[src/hw/rtl/cilm_pkg.sv]
// Package for the case-insensitive line matcher.
// Shared constants, register indexes and the item and result types.
// No dependencies.
package cilm_pkg;

  // Byte lanes held by the pattern registers
  localparam int unsigned RegBytes = 16;
  localparam int unsigned LenW     = 5;
  localparam int unsigned CountW   = 16;
  localparam int unsigned CfgIdxW  = 2;
  localparam int unsigned CfgDataW = 64;

  // Configuration register indexes
  localparam logic [CfgIdxW-1:0] CfgPatLow  = 2'd0;
  localparam logic [CfgIdxW-1:0] CfgPatHigh = 2'd1;
  localparam logic [CfgIdxW-1:0] CfgPatLen  = 2'd2;

  // Classified byte passed from the front to the back
  typedef struct packed {
    logic [RegBytes-1:0] eq;
    logic                eol;
  } item_t;

  // Per-line result
  typedef struct packed {
    logic              matched;
    logic [CountW-1:0] length;
  } result_t;

endpackage

[src/hw/rtl/cilm_fifo.sv]
// Small register queue used between the front and the back and on the
// result side. Depth must be a power of two. Depends on nothing.
module cilm_fifo #(
  parameter int unsigned Width = 8,
  parameter int unsigned Depth = 2
) (
  input  logic             clk_i,
  input  logic             rst_ni,
  input  logic             push_i,
  output logic             full_o,
  input  logic [Width-1:0] data_i,
  input  logic             pop_i,
  output logic             empty_o,
  output logic [Width-1:0] data_o
);

  localparam int unsigned PtrW = (Depth > 1) ? $clog2(Depth) : 1;
  localparam int unsigned CntW = $clog2(Depth + 1);

  logic [Width-1:0] mem_q [Depth];
  logic [PtrW-1:0]  wr_ptr_q, rd_ptr_q;
  logic [CntW-1:0]  count_q, count_d;
  logic             do_push, do_pop;

  assign full_o  = (count_q == CntW'(Depth));
  assign empty_o = (count_q == '0);
  assign do_push = push_i && !full_o;
  assign do_pop  = pop_i && !empty_o;
  assign data_o  = mem_q[rd_ptr_q];

  // Track occupancy
  always_comb begin
    count_d = count_q;
    if (do_push && !do_pop) begin
      count_d = count_q + CntW'(1);
    end else if (do_pop && !do_push) begin
      count_d = count_q - CntW'(1);
    end
  end

  // Advance pointers
  always_ff @(posedge clk_i or negedge rst_ni) begin
    if (!rst_ni) begin
      wr_ptr_q <= '0;
      rd_ptr_q <= '0;
      count_q  <= '0;
    end else begin
      count_q <= count_d;
      if (do_push) begin
        wr_ptr_q <= (Depth > 1) ? wr_ptr_q + PtrW'(1) : '0;
      end
      if (do_pop) begin
        rd_ptr_q <= (Depth > 1) ? rd_ptr_q + PtrW'(1) : '0;
      end
    end
  end

  // Store entries
  always_ff @(posedge clk_i) begin
    if (do_push) begin
      mem_q[wr_ptr_q] <= data_i;
    end
  end

`ifndef SYNTH
  a_count_bound : assert property (@(posedge clk_i) disable iff (!rst_ni)
    count_q <= CntW'(Depth))
    else $error("queue occupancy above depth");
  a_push_grows : assert property (@(posedge clk_i) disable iff (!rst_ni)
    (do_push && !do_pop) |=> (count_q == $past(count_q) + CntW'(1)))
    else $error("push did not grow the queue");
  a_pop_shrinks : assert property (@(posedge clk_i) disable iff (!rst_ni)
    (do_pop && !do_push) |=> (count_q == $past(count_q) - CntW'(1)))
    else $error("pop did not shrink the queue");
`endif

endmodule

[src/hw/rtl/cilm_front.sv]
// Front part of the line matcher: folds case and compares each byte
// against all pattern lanes at once. Depends on cilm_pkg.
module cilm_front (
  input  logic                                clk_i,
  input  logic                                rst_ni,
  input  logic                                push_i,
  output logic                                ready_o,
  input  logic [7:0]                          text_byte_i,
  input  logic                                end_of_line_i,
  input  logic [cilm_pkg::RegBytes*8-1:0]     pattern_i,
  input  logic [cilm_pkg::LenW-1:0]           eff_len_i,
  output logic                                item_valid_o,
  input  logic                                item_ready_i,
  output cilm_pkg::item_t                     item_o
);

  import cilm_pkg::*;

  function automatic logic [7:0] fold_case(input logic [7:0] b);
    logic [7:0] r;
    r = b;
    if (b >= 8'h41 && b <= 8'h5A) begin
      r = b + 8'h20;
    end
    return r;
  endfunction

  logic            valid_q;
  item_t           item_q, item_d;
  logic [7:0]      folded;
  logic            accept;

  assign ready_o      = !valid_q || item_ready_i;
  assign accept       = push_i && ready_o;
  assign item_valid_o = valid_q;
  assign item_o       = item_q;

  // Compare the folded byte against every active lane
  always_comb begin
    folded     = fold_case(text_byte_i);
    item_d.eol = end_of_line_i;
    for (int i = 0; i < RegBytes; i++) begin
      item_d.eq[i] = (LenW'(i) < eff_len_i) &&
                     (fold_case(pattern_i[i*8 +: 8]) == folded);
    end
  end

  // Hold the classified byte until the queue takes it
  always_ff @(posedge clk_i or negedge rst_ni) begin
    if (!rst_ni) begin
      valid_q <= 1'b0;
    end else if (accept) begin
      valid_q <= 1'b1;
    end else if (item_ready_i) begin
      valid_q <= 1'b0;
    end
  end

  always_ff @(posedge clk_i) begin
    if (accept) begin
      item_q <= item_d;
    end
  end

endmodule

[src/hw/rtl/cilm_back.sv]
// Back part of the line matcher: shift-and vector, hit flag and byte
// counter; emits one result per line. Depends on cilm_pkg.
module cilm_back #(
  parameter int unsigned VecW = 16
) (
  input  logic                      clk_i,
  input  logic                      rst_ni,
  input  logic                      item_empty_i,
  output logic                      item_pop_o,
  input  cilm_pkg::item_t           item_i,
  input  logic [cilm_pkg::LenW-1:0] eff_len_i,
  input  logic                      res_full_i,
  output logic                      res_push_o,
  output cilm_pkg::result_t         res_o
);

  import cilm_pkg::*;

  logic [VecW-1:0]   vec_q, vec_d;
  logic              hit_q, hit_d;
  logic [CountW-1:0] count_q, count_d;
  logic [VecW-1:0]   last_mask;
  logic              take;

  // Drain a byte unless its line result cannot be stored
  assign take       = !item_empty_i && (!item_i.eol || !res_full_i);
  assign item_pop_o = take;
  assign res_push_o = take && item_i.eol;
  assign last_mask  = VecW'(1) << (eff_len_i - LenW'(1));

  // Advance the partial-match vector and the counters
  always_comb begin
    vec_d   = ((vec_q << 1) | VecW'(1)) & item_i.eq[VecW-1:0];
    hit_d   = hit_q || (eff_len_i == '0) || ((vec_d & last_mask) != '0);
    count_d = (count_q == '1) ? count_q : count_q + CountW'(1);
    res_o.matched = hit_d;
    res_o.length  = count_d;
  end

  always_ff @(posedge clk_i or negedge rst_ni) begin
    if (!rst_ni) begin
      vec_q   <= '0;
      hit_q   <= 1'b0;
      count_q <= '0;
    end else if (take) begin
      if (item_i.eol) begin
        vec_q   <= '0;
        hit_q   <= 1'b0;
        count_q <= '0;
      end else begin
        vec_q   <= vec_d;
        hit_q   <= hit_d;
        count_q <= count_d;
      end
    end
  end

`ifndef SYNTH
  a_result_on_eol : assert property (@(posedge clk_i) disable iff (!rst_ni)
    res_push_o |-> (item_pop_o && item_i.eol && !res_full_i))
    else $error("result pushed without a line end");
  a_clear_after_eol : assert property (@(posedge clk_i) disable iff (!rst_ni)
    (take && item_i.eol) |=> (vec_q == '0 && !hit_q && count_q == '0))
    else $error("line state not cleared after line end");
  a_count_nonzero : assert property (@(posedge clk_i) disable iff (!rst_ni)
    (take && !item_i.eol) |=> (count_q != '0))
    else $error("byte count lost inside a line");
`endif

endmodule

[src/hw/rtl/case_insensitive_line_matcher.sv]
// Case-insensitive line matcher: takes one text byte per cycle while not
// full and, on the byte flagged as the end of a line, queues one result
// (match flag and saturating line length). The sustained rate is one byte per
// clock while neither queue fills; a result passes from its last byte through
// the classify register and the two-entry byte queue, after which the back
// part pushes it into the two-entry result queue.
// Write the pattern registers only while no byte is in flight.
module case_insensitive_line_matcher #(
  parameter int unsigned PATTERN_MAX = 16
) (
  input  logic                           clk_i,
  input  logic                           rst_ni,
  input  logic                           push,
  output logic                           full,
  input  logic [7:0]                     text_byte_i,
  input  logic                           end_of_line_i,
  input  logic                           pop,
  output logic                           empty,
  output logic                           line_matched_o,
  output logic [15:0]                    line_length_o,
  input  logic                           cfg_valid_i,
  output logic                           cfg_ready_o,
  input  logic [cilm_pkg::CfgIdxW-1:0]   cfg_index_i,
  input  logic [cilm_pkg::CfgDataW-1:0]  cfg_data_i
);

  import cilm_pkg::*;

  localparam int unsigned VecW = (PATTERN_MAX < RegBytes) ? PATTERN_MAX : RegBytes;

  logic [CfgDataW-1:0] pat_low_q, pat_high_q;
  logic [LenW-1:0]     pat_len_q;
  logic [LenW-1:0]     eff_len;
  logic                front_ready;
  logic                item_valid, item_full, item_empty, item_pop;
  item_t               front_item, queued_item;
  logic                res_push, res_full;
  result_t             res_in, res_out;

  assign cfg_ready_o = 1'b1;
  assign eff_len     = (pat_len_q > LenW'(VecW)) ? LenW'(VecW) : pat_len_q;

  // Decode configuration requests
  always_ff @(posedge clk_i or negedge rst_ni) begin
    if (!rst_ni) begin
      pat_low_q  <= '0;
      pat_high_q <= '0;
      pat_len_q  <= '0;
    end else if (cfg_valid_i && cfg_ready_o) begin
      unique case (cfg_index_i)
        CfgPatLow:  pat_low_q  <= cfg_data_i;
        CfgPatHigh: pat_high_q <= cfg_data_i;
        CfgPatLen:  pat_len_q  <= cfg_data_i[LenW-1:0];
        default: ;
      endcase
    end
  end

  assign full = !front_ready;

  cilm_front u_front (
    .clk_i         (clk_i),
    .rst_ni        (rst_ni),
    .push_i        (push),
    .ready_o       (front_ready),
    .text_byte_i   (text_byte_i),
    .end_of_line_i (end_of_line_i),
    .pattern_i     ({pat_high_q, pat_low_q}),
    .eff_len_i     (eff_len),
    .item_valid_o  (item_valid),
    .item_ready_i  (!item_full),
    .item_o        (front_item)
  );

  cilm_fifo #(
    .Width ($bits(item_t)),
    .Depth (2)
  ) u_item_fifo (
    .clk_i   (clk_i),
    .rst_ni  (rst_ni),
    .push_i  (item_valid),
    .full_o  (item_full),
    .data_i  (front_item),
    .pop_i   (item_pop),
    .empty_o (item_empty),
    .data_o  (queued_item)
  );

  cilm_back #(
    .VecW (VecW)
  ) u_back (
    .clk_i        (clk_i),
    .rst_ni       (rst_ni),
    .item_empty_i (item_empty),
    .item_pop_o   (item_pop),
    .item_i       (queued_item),
    .eff_len_i    (eff_len),
    .res_full_i   (res_full),
    .res_push_o   (res_push),
    .res_o        (res_in)
  );

  cilm_fifo #(
    .Width ($bits(result_t)),
    .Depth (2)
  ) u_res_fifo (
    .clk_i   (clk_i),
    .rst_ni  (rst_ni),
    .push_i  (res_push),
    .full_o  (res_full),
    .data_i  (res_in),
    .pop_i   (pop),
    .empty_o (empty),
    .data_o  (res_out)
  );

  assign line_matched_o = res_out.matched;
  assign line_length_o  = res_out.length;

endmodule

[config.mk]
export PLATFORM = sky130hd
export DESIGN_NAME = case_insensitive_line_matcher
export DESIGN_NICKNAME = d
export VERILOG_FILES = /design/src/hw/rtl/cilm_pkg.sv /design/src/hw/rtl/cilm_fifo.sv /design/src/hw/rtl/cilm_front.sv /design/src/hw/rtl/cilm_back.sv /design/src/hw/rtl/case_insensitive_line_matcher.sv
export SDC_FILE = /design/constraint.sdc
export NUM_CORES = 1
export LEC_CHECK = 0
export ABC_CLOCK_PERIOD_IN_PS = 4100
export BUFFER_PORTS_ARGS = -buffer_cell sky130_fd_sc_hd__buf_2
export CAP_MARGIN = 15
export CELL_PAD_IN_SITES_DETAIL_PLACEMENT = 0
export CELL_PAD_IN_SITES_GLOBAL_PLACEMENT = 2
export CORE_ASPECT_RATIO = 0.75
export CORE_MARGIN = 3
export CORE_UTILIZATION = 42
export CTS_CLUSTER_DIAMETER = 50
export DETAILED_ROUTE_END_ITERATION = 12
export GPL_ROUTABILITY_DRIVEN = 0
export GPL_TIMING_DRIVEN = 1
export PLACE_DENSITY = 0.83
export SKIP_LAST_GASP = 1
export SLEW_MARGIN = 20
export SYNTH_ARGS = -nofsm -noshare
export SYNTH_HDL_FRONTEND = slang
export SYNTH_SLANG_ARGS = --single-unit
[constraint.sdc]
create_clock -name clk_i -period 4.1 [get_ports clk_i]
set_input_delay 0.615 -clock clk_i [delete_from_list [all_inputs] [get_ports clk_i]]
set_output_delay 0.615 -clock clk_i [all_outputs]
set_load 0.005 [all_outputs]
==> results of run 1 <==
==> worst max-delay path, stage by stage (launching register included) <==
cell     delay, ns
dfrtp_1       0.84
mux2_2        0.42
buf_2         0.14
==> path summary, 6_finish.rpt <==
kind,startpoint,endpoint,cells after the start
setup / recovery,u_res_fifo.rd_ptr_q$_DFFE_PN0P_,line_length_o[15],2
hold / removal,rst_ni,pat_high_q[22]$_DFFE_PN0P_,1
setup reg to reg,u_back.count_q[6]$_DFFE_PN0P_,u_res_fifo.mem_q[0][4]$_DFFE_PP_,5
hold reg to reg,u_front.item_o[0]$_DFFE_PP_,u_item_fifo.mem_q[1][0]$_DFFE_PP_,0
max in group asynchronous,rst_ni,pat_high_q[4]$_DFFE_PN0P_,2
min in group clk_i,end_of_line_i,u_front.item_o[0]$_DFFE_PP_,1
==> through the flow <==
stage                     std cells  power [uW]  hold WS, ns  setup WS (ns)  instance area (um^2)
after floorplan                1100        5400        0.319           1.22                 13300
after CTS                      1621        8940       0.0384           1.46                 15200
after global routing           1621        9370       0.0560           1.38                 15200
final                          1621        8850       0.0213           1.52                 15200
after detailed placement       1565        6240        0.435           1.07                 14200
after global placement         1565        6180        0.424           1.14                 14200
==> power by group <==
part	total [uW]	switching, uW	internal [uW]
logic	2340	1240	1100
clock network	2660	1130	1540
registers	3850	525	3320
total	8850	2890	5960
==> area by class of cell <==
type	instances	area (um^2)	area share
Sequential cell	259	6910	0.454
Multi-Input combinational cell	769	6080	0.400
Clock buffer	37	808	0.0531
Timing Repair Buffer	120	674	0.0443
Tap cell	399	499	0.0328
Clock inverter	19	170	0.0112
Inverter	18	67.6	0.00444
==> cells by family after synthesis <==
| group | synth area share |
|---|---|
| simple gates | 0.103 |
| buf+inv | 0.0239 |
| fa+ha+maj | 0.0189 |
| flops | 0.521 |
| mux | 0.141 |
| xor+xnor | 0.0964 |
| other cells | 0.000283 |
| compound gates | 0.0956 |
==> sequential cells by signal, indices dropped and copies added (netlist names), 2 cells and up <==
register / count
u_res_fifo.mem_q: 34
pat_low_q: 64
u_res_fifo.count_q: 2
pat_high_q: 64
u_back.count_q: 16
u_front.item_o: 17
u_back.vec_q: 15
u_item_fifo.mem_q: 34
u_item_fifo.count_q: 2
pat_len_q: 5
==> routing by layer <==
layer | track usage | share of wire | vias to the layer above
met5 | 0 | 0 | -
met4 | 0.0362 | 0.018 | 0
met3 | 0.0312 | 0.046 | 39
met2 | 0.284 | 0.43 | 191
met1 | 0.306 | 0.51 | 4520
li1 | - | - | 4235
==> synthesized netlist by cell type (all sizes together) (20+ instances only) <==
cell      n  area (um^2)
dfrtp   174         4350
mux2    162         1820
edfxtp   85         2550
xnor2    85          744
nand2    65          251
xor2     61          534
nor2     50          193
a21oi    35          190
clkbuf   34          128
o21ai    29          145
nor3     24          125
buf      20          121
ha       20          250
==> run summary, run 1 <==
Status - finished, final reports clean
Clock-pin slew on the worst setup and hold paths - 0.06 ns
FF-to-FF setup slack - 1.61 ns
Fin crit share - 0.630
Total of max-cap violations - 0
Fraction of registers with async set/reset - 0.672
Clock buffer depth - 3
Rows - 55
Sink Count - 259
Overall routing resource usage - 0.194
Starting utilization of the core area - 0.433
CP arrival - 1.97 ns
Setup violators final - 0
# resized after CTS - 0
First-pass detailed-route iteration total - 5
Root Buffer Master - clkbuf_16
Core Util, Final - 0.497
Worst hold path class - input port to async pin
# Post-CTS Setup Buffers - 0
Layout cells sized above 1 - 0.288
Startpoint types - flop
Clock H-tree levels - 1
Hold Vio Cnt, Final - 0
Worst EP required - 3.48 ns
Antenna viol nets, final - 0
Most frequent cells in the layout - 174 x dfrtp_1, 162 x mux2_2, 97 x buf_2
Average routed wire per standard cell - 20.2 um
Unrepaired setup endpoints after global routing - no
Max-slew violations - 0
Cell variety after synth - 71
Vias in the first global route - 8971
Via density - 5.54
Register area share after synthesis - 0.521
Die area - 33800 um^2
Die W - 211 um
Number of synthesized register bits - 259
Mapped Cells - 1100
DIE HEIGHT - 160 um
Fill cells - 2723
Hold buffer count at cts - 0
N_diodes - 0
Worst vdd ir - 0.000313 V
Fmax - 387 MHz
Worst Clk Skew - 0.0148 ns
Number of remaining DRC errors - 0
Post-Route WL - 32700 um
First-pass GRT wire length - 51900 um
Gr ovfl total - 0
Pin count of the biggest net entering global routing - 75
Inserted Clock Buffers - 30
Relative slew margins - 0.253
Final min period - 2.58 ns
IO Port Bufs - 98
Ports - 100
Yosys warns - 0
Leakage - 0.00600 uW
Avg Inst Size Synth - 12.1 um^2
Worst Tran Pin Value - 1.12 ns
Initial DRC Count - 649
DPL Wire Length - 22900 um
Most common cell after layout, fill and taps aside - dfrtp_1
Initial antenna violation count - 0
Cell Area, Synth - 13300 um^2
Placeable Area - 30600 um^2
Kind of critical path - flop to primary output
Power Density - 582 nW/um^2
Worst-Skew Late Latency - 0.57 ns
Syn-to-layout area delta - 14.6%
CP Max Fanout - 18
Crit. End Element - primary output
Number of flops mapped to enable cells by yosys - 85
Final nets - 1298
Syn Nets - 1200
Routed vias - 8985
Fin Setup TNS - 0 ns
Top_reg_cell synth - dfrtp_1
CTS tree - yes
No activity file was read; power rests on OpenSTA's default activity.
==> run 2, diff against run 1 <==
ABC_CLOCK_PERIOD_IN_PS = 2400   (was 4100)
clock period = 2.4 ns   (was 4.1 ns; I/O delays follow)
==> run 2 against run 1 <==
Net effect:
- register-to-register slack worse by 1.3 ns
- sequential power increased by 69%
- count of clock-buffer cells in the layout down 2
- clock skew is 0.0047 ns lower
- first-iteration DRC count fell by 26%
- worst setup slack got worse by 1.2 ns
- combinational power grew 81%
- via count grew 2.1%
- final cell count increased by 2.3%
- utilization increased by 1.3 points
- design area up 2.6%
- largest cell class unchanged
==> run summary, run 2 (synthesis gave the netlist of run 1 again) <==
DIE HEIGHT - 160 um
Setup violators final - 0
Kind of critical path - flop to flop
Number of remaining DRC errors - 0
N_diodes - 0
HP Start - push
Antenna viol nets, final - 0
CTS tree - yes
Placeable Area - 30600 um^2
Post-Route WL - 33000 um
Ports - 100
Sequential share of power - 0.421
Clock buffer depth - 3
Worst hold path class - input port to flop
Fill cells - 2668
Sw Ratio - 0.321
Die area - 33800 um^2
Starting utilization of the core area - 0.433
Status - finished, final reports clean
Total of max-cap violations - 0
Core Util, Final - 0.509
Fin Setup TNS - 0 ns
Layout cells sized above 1 - 0.307
Worst hold slack - 0.0292 ns
Most frequent cells in the layout - 174 x dfrtp_1, 162 x mux2_2, 97 x buf_2
IO Port Bufs - 98
Overall routing resource usage - 0.195
Largest registers - pat_high_q (64), pat_low_q (64)
Max-slew violations - 0
Combinational share of power - 0.275
Inserted Clock Buffers - 30
Root Buffer Master - clkbuf_16
# Post-CTS Setup Buffers - 0
First-pass GRT wire length - 52100 um
Via density - 5.53
Pint - 10500 uW
Worst reg2reg startpoint - pat_low_q[56]$_DFFE_PN0P_
Share of total power in the clock network - 0.305
Sink Count - 259
Gr ovfl total - 0
Relative slew margins - 0.473
Pin count of the biggest net entering global routing - 66
Most common cell after layout, fill and taps aside - dfrtp_1
Setup crit start - pat_low_q[56]$_DFFE_PN0P_
Fin crit share - 0.885
Unrepaired setup endpoints after global routing - no
Power Density - 990 nW/um^2
Clock-pin slew on the worst setup and hold paths - 0.06 ns
Final nets - 1335
Initial DRC Count - 483
Leakage - 0.00621 uW
Average routed wire per standard cell - 19.9 um
Worst vdd ir - 0.000547 V
Final min period - 2.12 ns
Die W - 211 um
Crit. End Element - flop
Startpoint types - flop
Initial antenna violation count - 0
CP Max Fanout - 4
Worst Clk Skew - 0.0100 ns
Dpl cells - 1600
DPL Wire Length - 23800 um
Syn-to-layout area delta - 17.6%
Worst-Skew Late Latency - 0.56 ns
Worst Tran Pin Value - 0.787 ns
Clock H-tree levels - 1
First-pass detailed-route iteration total - 5
Hold Vio Cnt, Final - 0
Net Sw Power - 4960 uW
Fmax - 471 MHz
Rows - 55
Worst EP required - 2.77 ns
Routed vias - 9175
CP arrival - 2.49 ns
Vias in the first global route - 8900
Post-Layout Cell Count - 1658
[run 2: area by class of cell]
cell class	instances	area, um^2	share of cell area
timing repair buffer	157	1010	0.0646
clock inverter	21	228	0.0146
sequential	259	6910	0.443
clock buffer	35	791	0.0507
tap	399	499	0.0320
inverter	18	67.6	0.00433
multi-input combinational	769	6100	0.391
[run 2: path summary, 6_finish.rpt]
kind,end,cells past startpoint,slack [ns]
min reg2reg,u_item_fifo.mem_q[0][15]$_DFFE_PP_,0,0.45
max in group asynchronous,pat_low_q[12]$_DFFE_PN0P_,3,1.39
min,u_front.item_valid_o$_DFFE_PN0P_,2,0.03
min in group asynchronous,pat_high_q[23]$_DFFE_PN0P_,2,0.32
max,u_front.item_o[8]$_DFFE_PP_,6,0.28
max reg2reg,u_front.item_o[8]$_DFFE_PP_,6,0.28
[run 2: repair_timing]
item | in CTS | in global routing
hold endpoints to repair | 44 | 0
gates resized for setup | 0 | 0
hold buffers | 2 | 0
endpoints found under the setup margin | 0 | 0
[run 2: stage by stage]
step | power [uW] | instance area [um^2] | setup slack [ns]
6_report | 15400 | 15600 | 0.275
2_1_floorplan | 9230 | 13300 | 0.214
4_1_cts | 15600 | 15600 | 0.308
3_5_place_dp | 10800 | 14600 | 0.0479
5_1_grt | 16400 | 15600 | 0.145
3_3_place_gp | 10700 | 14600 | 0.119
[run 2: worst max-delay path: stages (launching register included)]
cell,delay [ns]
dfrtp_1,0.41
or4_1,0.52
o22ai_1,0.24
nor3b_1,0.11
a21oi_1,0.22
xor2_1,0.10
a2111oi_2,0.34
[run 2: layer usage]
metal	global-route usage	up-vias	routed length [um]	part of all wire
li1	-	4324	-	-
met1	0.309	4609	16900	0.51
met2	0.283	201	14000	0.43
met3	0.0336	41	1510	0.046
met4	0.0356	0	531	0.016
met5	0	-	0	0
[run 2: power groups by stage]
| stage | Combinational (uW) | Sequential, uW | Clock, uW |
|---|---|---|---|
| 2_1_floorplan | 2970 | 6260 | 0 |
| 3_3_place_gp | 4190 | 6530 | 0 |
| 3_5_place_dp | 4260 | 6570 | 0 |
| 4_1_cts | 4290 | 6490 | 4830 |
| 5_1_grt | 4710 | 6640 | 5020 |
| 6_report | 4240 | 6490 | 4700 |
==> run 3, diff against run 2 <==
PLACE_DENSITY = 0.82   (was 0.83)
SYNTH_HIERARCHICAL = 1   (was default)
TNS_END_PERCENT = 1   (was default)
==> run 3 against run 2 <==
Net effect:
- first-iteration DRC count grew 9.9%
- combinational power grew 6.8%
- worst setup slack lost 0.059 ns
- total power grew 1.7%
- register-to-register slack lost 0.06 ns
- largest power group unchanged
==> run summary, run 3 <==
Most numerous cell in the Yosys netlist - dfrtp_1
Worst Clk Skew - 0.0122 ns
Leakage - 0.00672 uW
Rows - 57
Clock buffer depth - 3
CP delay by family, top - simple AND/OR/NAND/NOR gates
Inserted Clock Buffers - 31
Cell variety after synth - 74
Kind of critical path - flop to flop
Worst path cell trace - ha_1 -> nand3_1 -> nor4_1 -> buf_4 -> nand2_1 -> mux2_2
Via density - 5.32
Pin count of the biggest net entering global routing - 65
First-pass detailed-route iteration total - 5
Fraction of registers with async set/reset - 0.672
Post-Layout Cell Count - 1725
First-pass GRT wire length - 52600 um
DPL Wire Length - 23500 um
IO Port Bufs - 98
Fill cells - 2954
Vias in the first global route - 9093
Avg Inst Size Synth - 12.4 um^2
Worst hold slack - 0.0241 ns
Area fraction of the dominant cell type after synthesis - 0.310
Post-Route WL - 33000 um
Final nets - 1359
CP arrival - 2.48 ns
Number of remaining DRC errors - 0
Worst path max stage delay - 0.44 ns
Ports - 100
Syn-to-layout area delta - 14.5%
Worst Tran Pin Value - 0.669 ns
Synth cell count leaders - 174 x dfrtp_1, 98 x xnor2_1, 86 x mux2_2, 85 x edfxtp_1, 85 x nand2_1
Initial antenna violation count - 0
Fin Setup TNS - 0 ns
Max-slew violations - 0
Unrepaired setup endpoints after global routing - no
DIE HEIGHT - 164 um
Yosys warns - 6
Fmax - 458 MHz
Layout cells sized above 1 - 0.297
Most common cell after layout, fill and taps aside - dfrtp_1
Clock-pin slew on the worst setup and hold paths - 0.06 ns
Setup violators final - 0
Die area - 35700 um^2
Hold Vio Cnt, Final - 0
CTS tree - yes
Number of synthesized register bits - 259
Register area share after synthesis - 0.491
Worst hold path class - input port to flop
Crit. End Element - flop
Bufs and invs on worst path - 1
Worst-Skew Late Latency - 0.56 ns
Root Buffer Master - clkbuf_16
# resized after CTS - 0
Top_reg_cell synth - dfrtp_1
Overall routing resource usage - 0.186
Syn Nets - 1237
N_diodes - 0
CP Max Fanout - 7
Largest registers - pat_high_q (64), pat_low_q (64)
Fin crit share - 0.910
Placeable Area - 32700 um^2
# Post-CTS Setup Buffers - 0
Sink Count - 259
Starting utilization of the core area - 0.430
CP max stage cell - dfrtp_1
Initial DRC Count - 531
Gr ovfl total - 0
Mapped Cells - 1137
Startpoint types - flop
Most frequent cells in the layout - 174 x dfrtp_1, 98 x xnor2_1, 97 x buf_2
Antenna viol nets, final - 0
Dpl cells - 1666
Clock H-tree levels - 1
Number of flops mapped to enable cells by yosys - 85
Final min period - 2.18 ns
Leading area contributor after synthesis - dfrtp_1
Routed vias - 9169
Power Density - 976 nW/um^2
Total of max-cap violations - 0
Average routed wire per standard cell - 19.2 um
Die W - 217 um
Top cells by area, synth - dfrtp_1 31%, edfxtp_1 18%, mux2_4 8.9%
Worst vdd ir - 0.000546 V
Worst EP required - 2.70 ns
Status - finished, final reports clean
Cell Area, Synth - 14100 um^2
Relative slew margins - 0.553
==> run 3: through the flow <==
step	total power, uW	util	instance area, um^2	worst slack, ns
CTS	15900	0.492	16100	0.264
finish	15700	0.492	16100	0.216
floorplan	9740	-	14100	0.0166
global placement	11000	0.460	15000	0.207
detailed placement	11100	0.460	15000	0.120
global route	16600	0.492	16100	0.0466
==> run 3: logic make-up (layout without fill, tap and decap cells) <==
family                   Yosys count  in the layout  share of synthesized area
AO/OA/AOI/OAI                    160            160                     0.0837
other                              1              1                   0.000267
flip-flops                       259            259                      0.491
buffers and inverters            100            246                     0.0511
XOR/XNOR                         150            150                     0.0935
adder cells (fa/ha/maj)           20             20                     0.0178
AND/OR/NAND/NOR                  275            275                      0.102
multiplexers                     172            172                      0.160
==> run 3: final cells by class <==
type | instances | area (um^2) | share of cell area
Sequential cell | 259 | 6910 | 0.429
Inverter | 41 | 154 | 0.00957
Multi-Input combinational cell | 778 | 6440 | 0.400
Tap cell | 442 | 553 | 0.0344
Clock buffer | 45 | 900 | 0.0559
Clock inverter | 12 | 130 | 0.00809
Timing Repair Buffer | 148 | 1000 | 0.0623
==> run 3: power by group <==
part           switching (uW)  internal [uW]
sequential                830           5670
clock                    1850           2820
combinational            2290           2240
==> run 3: final timing paths <==
path	from	to	slack, ns	depth (start not counted)
min in group asynchronous	rst_ni	pat_high_q[53]$_DFFE_PN0P_	0.37	2
worst max-delay path	u_back/count_q[1]$_DFFE_PN0P_	u_res_fifo/mem_q[0][14]$_DFFE_PP_	0.22	6
worst min-delay path	push	u_front/item_valid_o$_DFFE_PN0P_	0.02	2
worst min register to register	u_front/item_o[14]$_DFFE_PP_	u_item_fifo/mem_q[0][14]$_DFFE_PP_	0.46	0
max in group asynchronous	rst_ni	pat_low_q[26]$_DFFE_PN0P_	1.35	3
worst max register to register	u_back/count_q[1]$_DFFE_PN0P_	u_res_fifo/mem_q[0][14]$_DFFE_PP_	0.22	6
==> run 3: timing repair <==
action	4_1_cts	5_1_grt
endpoints found under the hold margin	51	0
hold buffers	2	0
setup endpoints to repair	0	0
==> run 3: per-layer routing <==
metal	vias up	track usage	part of all wire
li1	4396	-	-
met1	4555	0.282	0.51
met2	179	0.281	0.43
met3	39	0.0298	0.039
met4	0	0.0400	0.020
met5	-	0	0
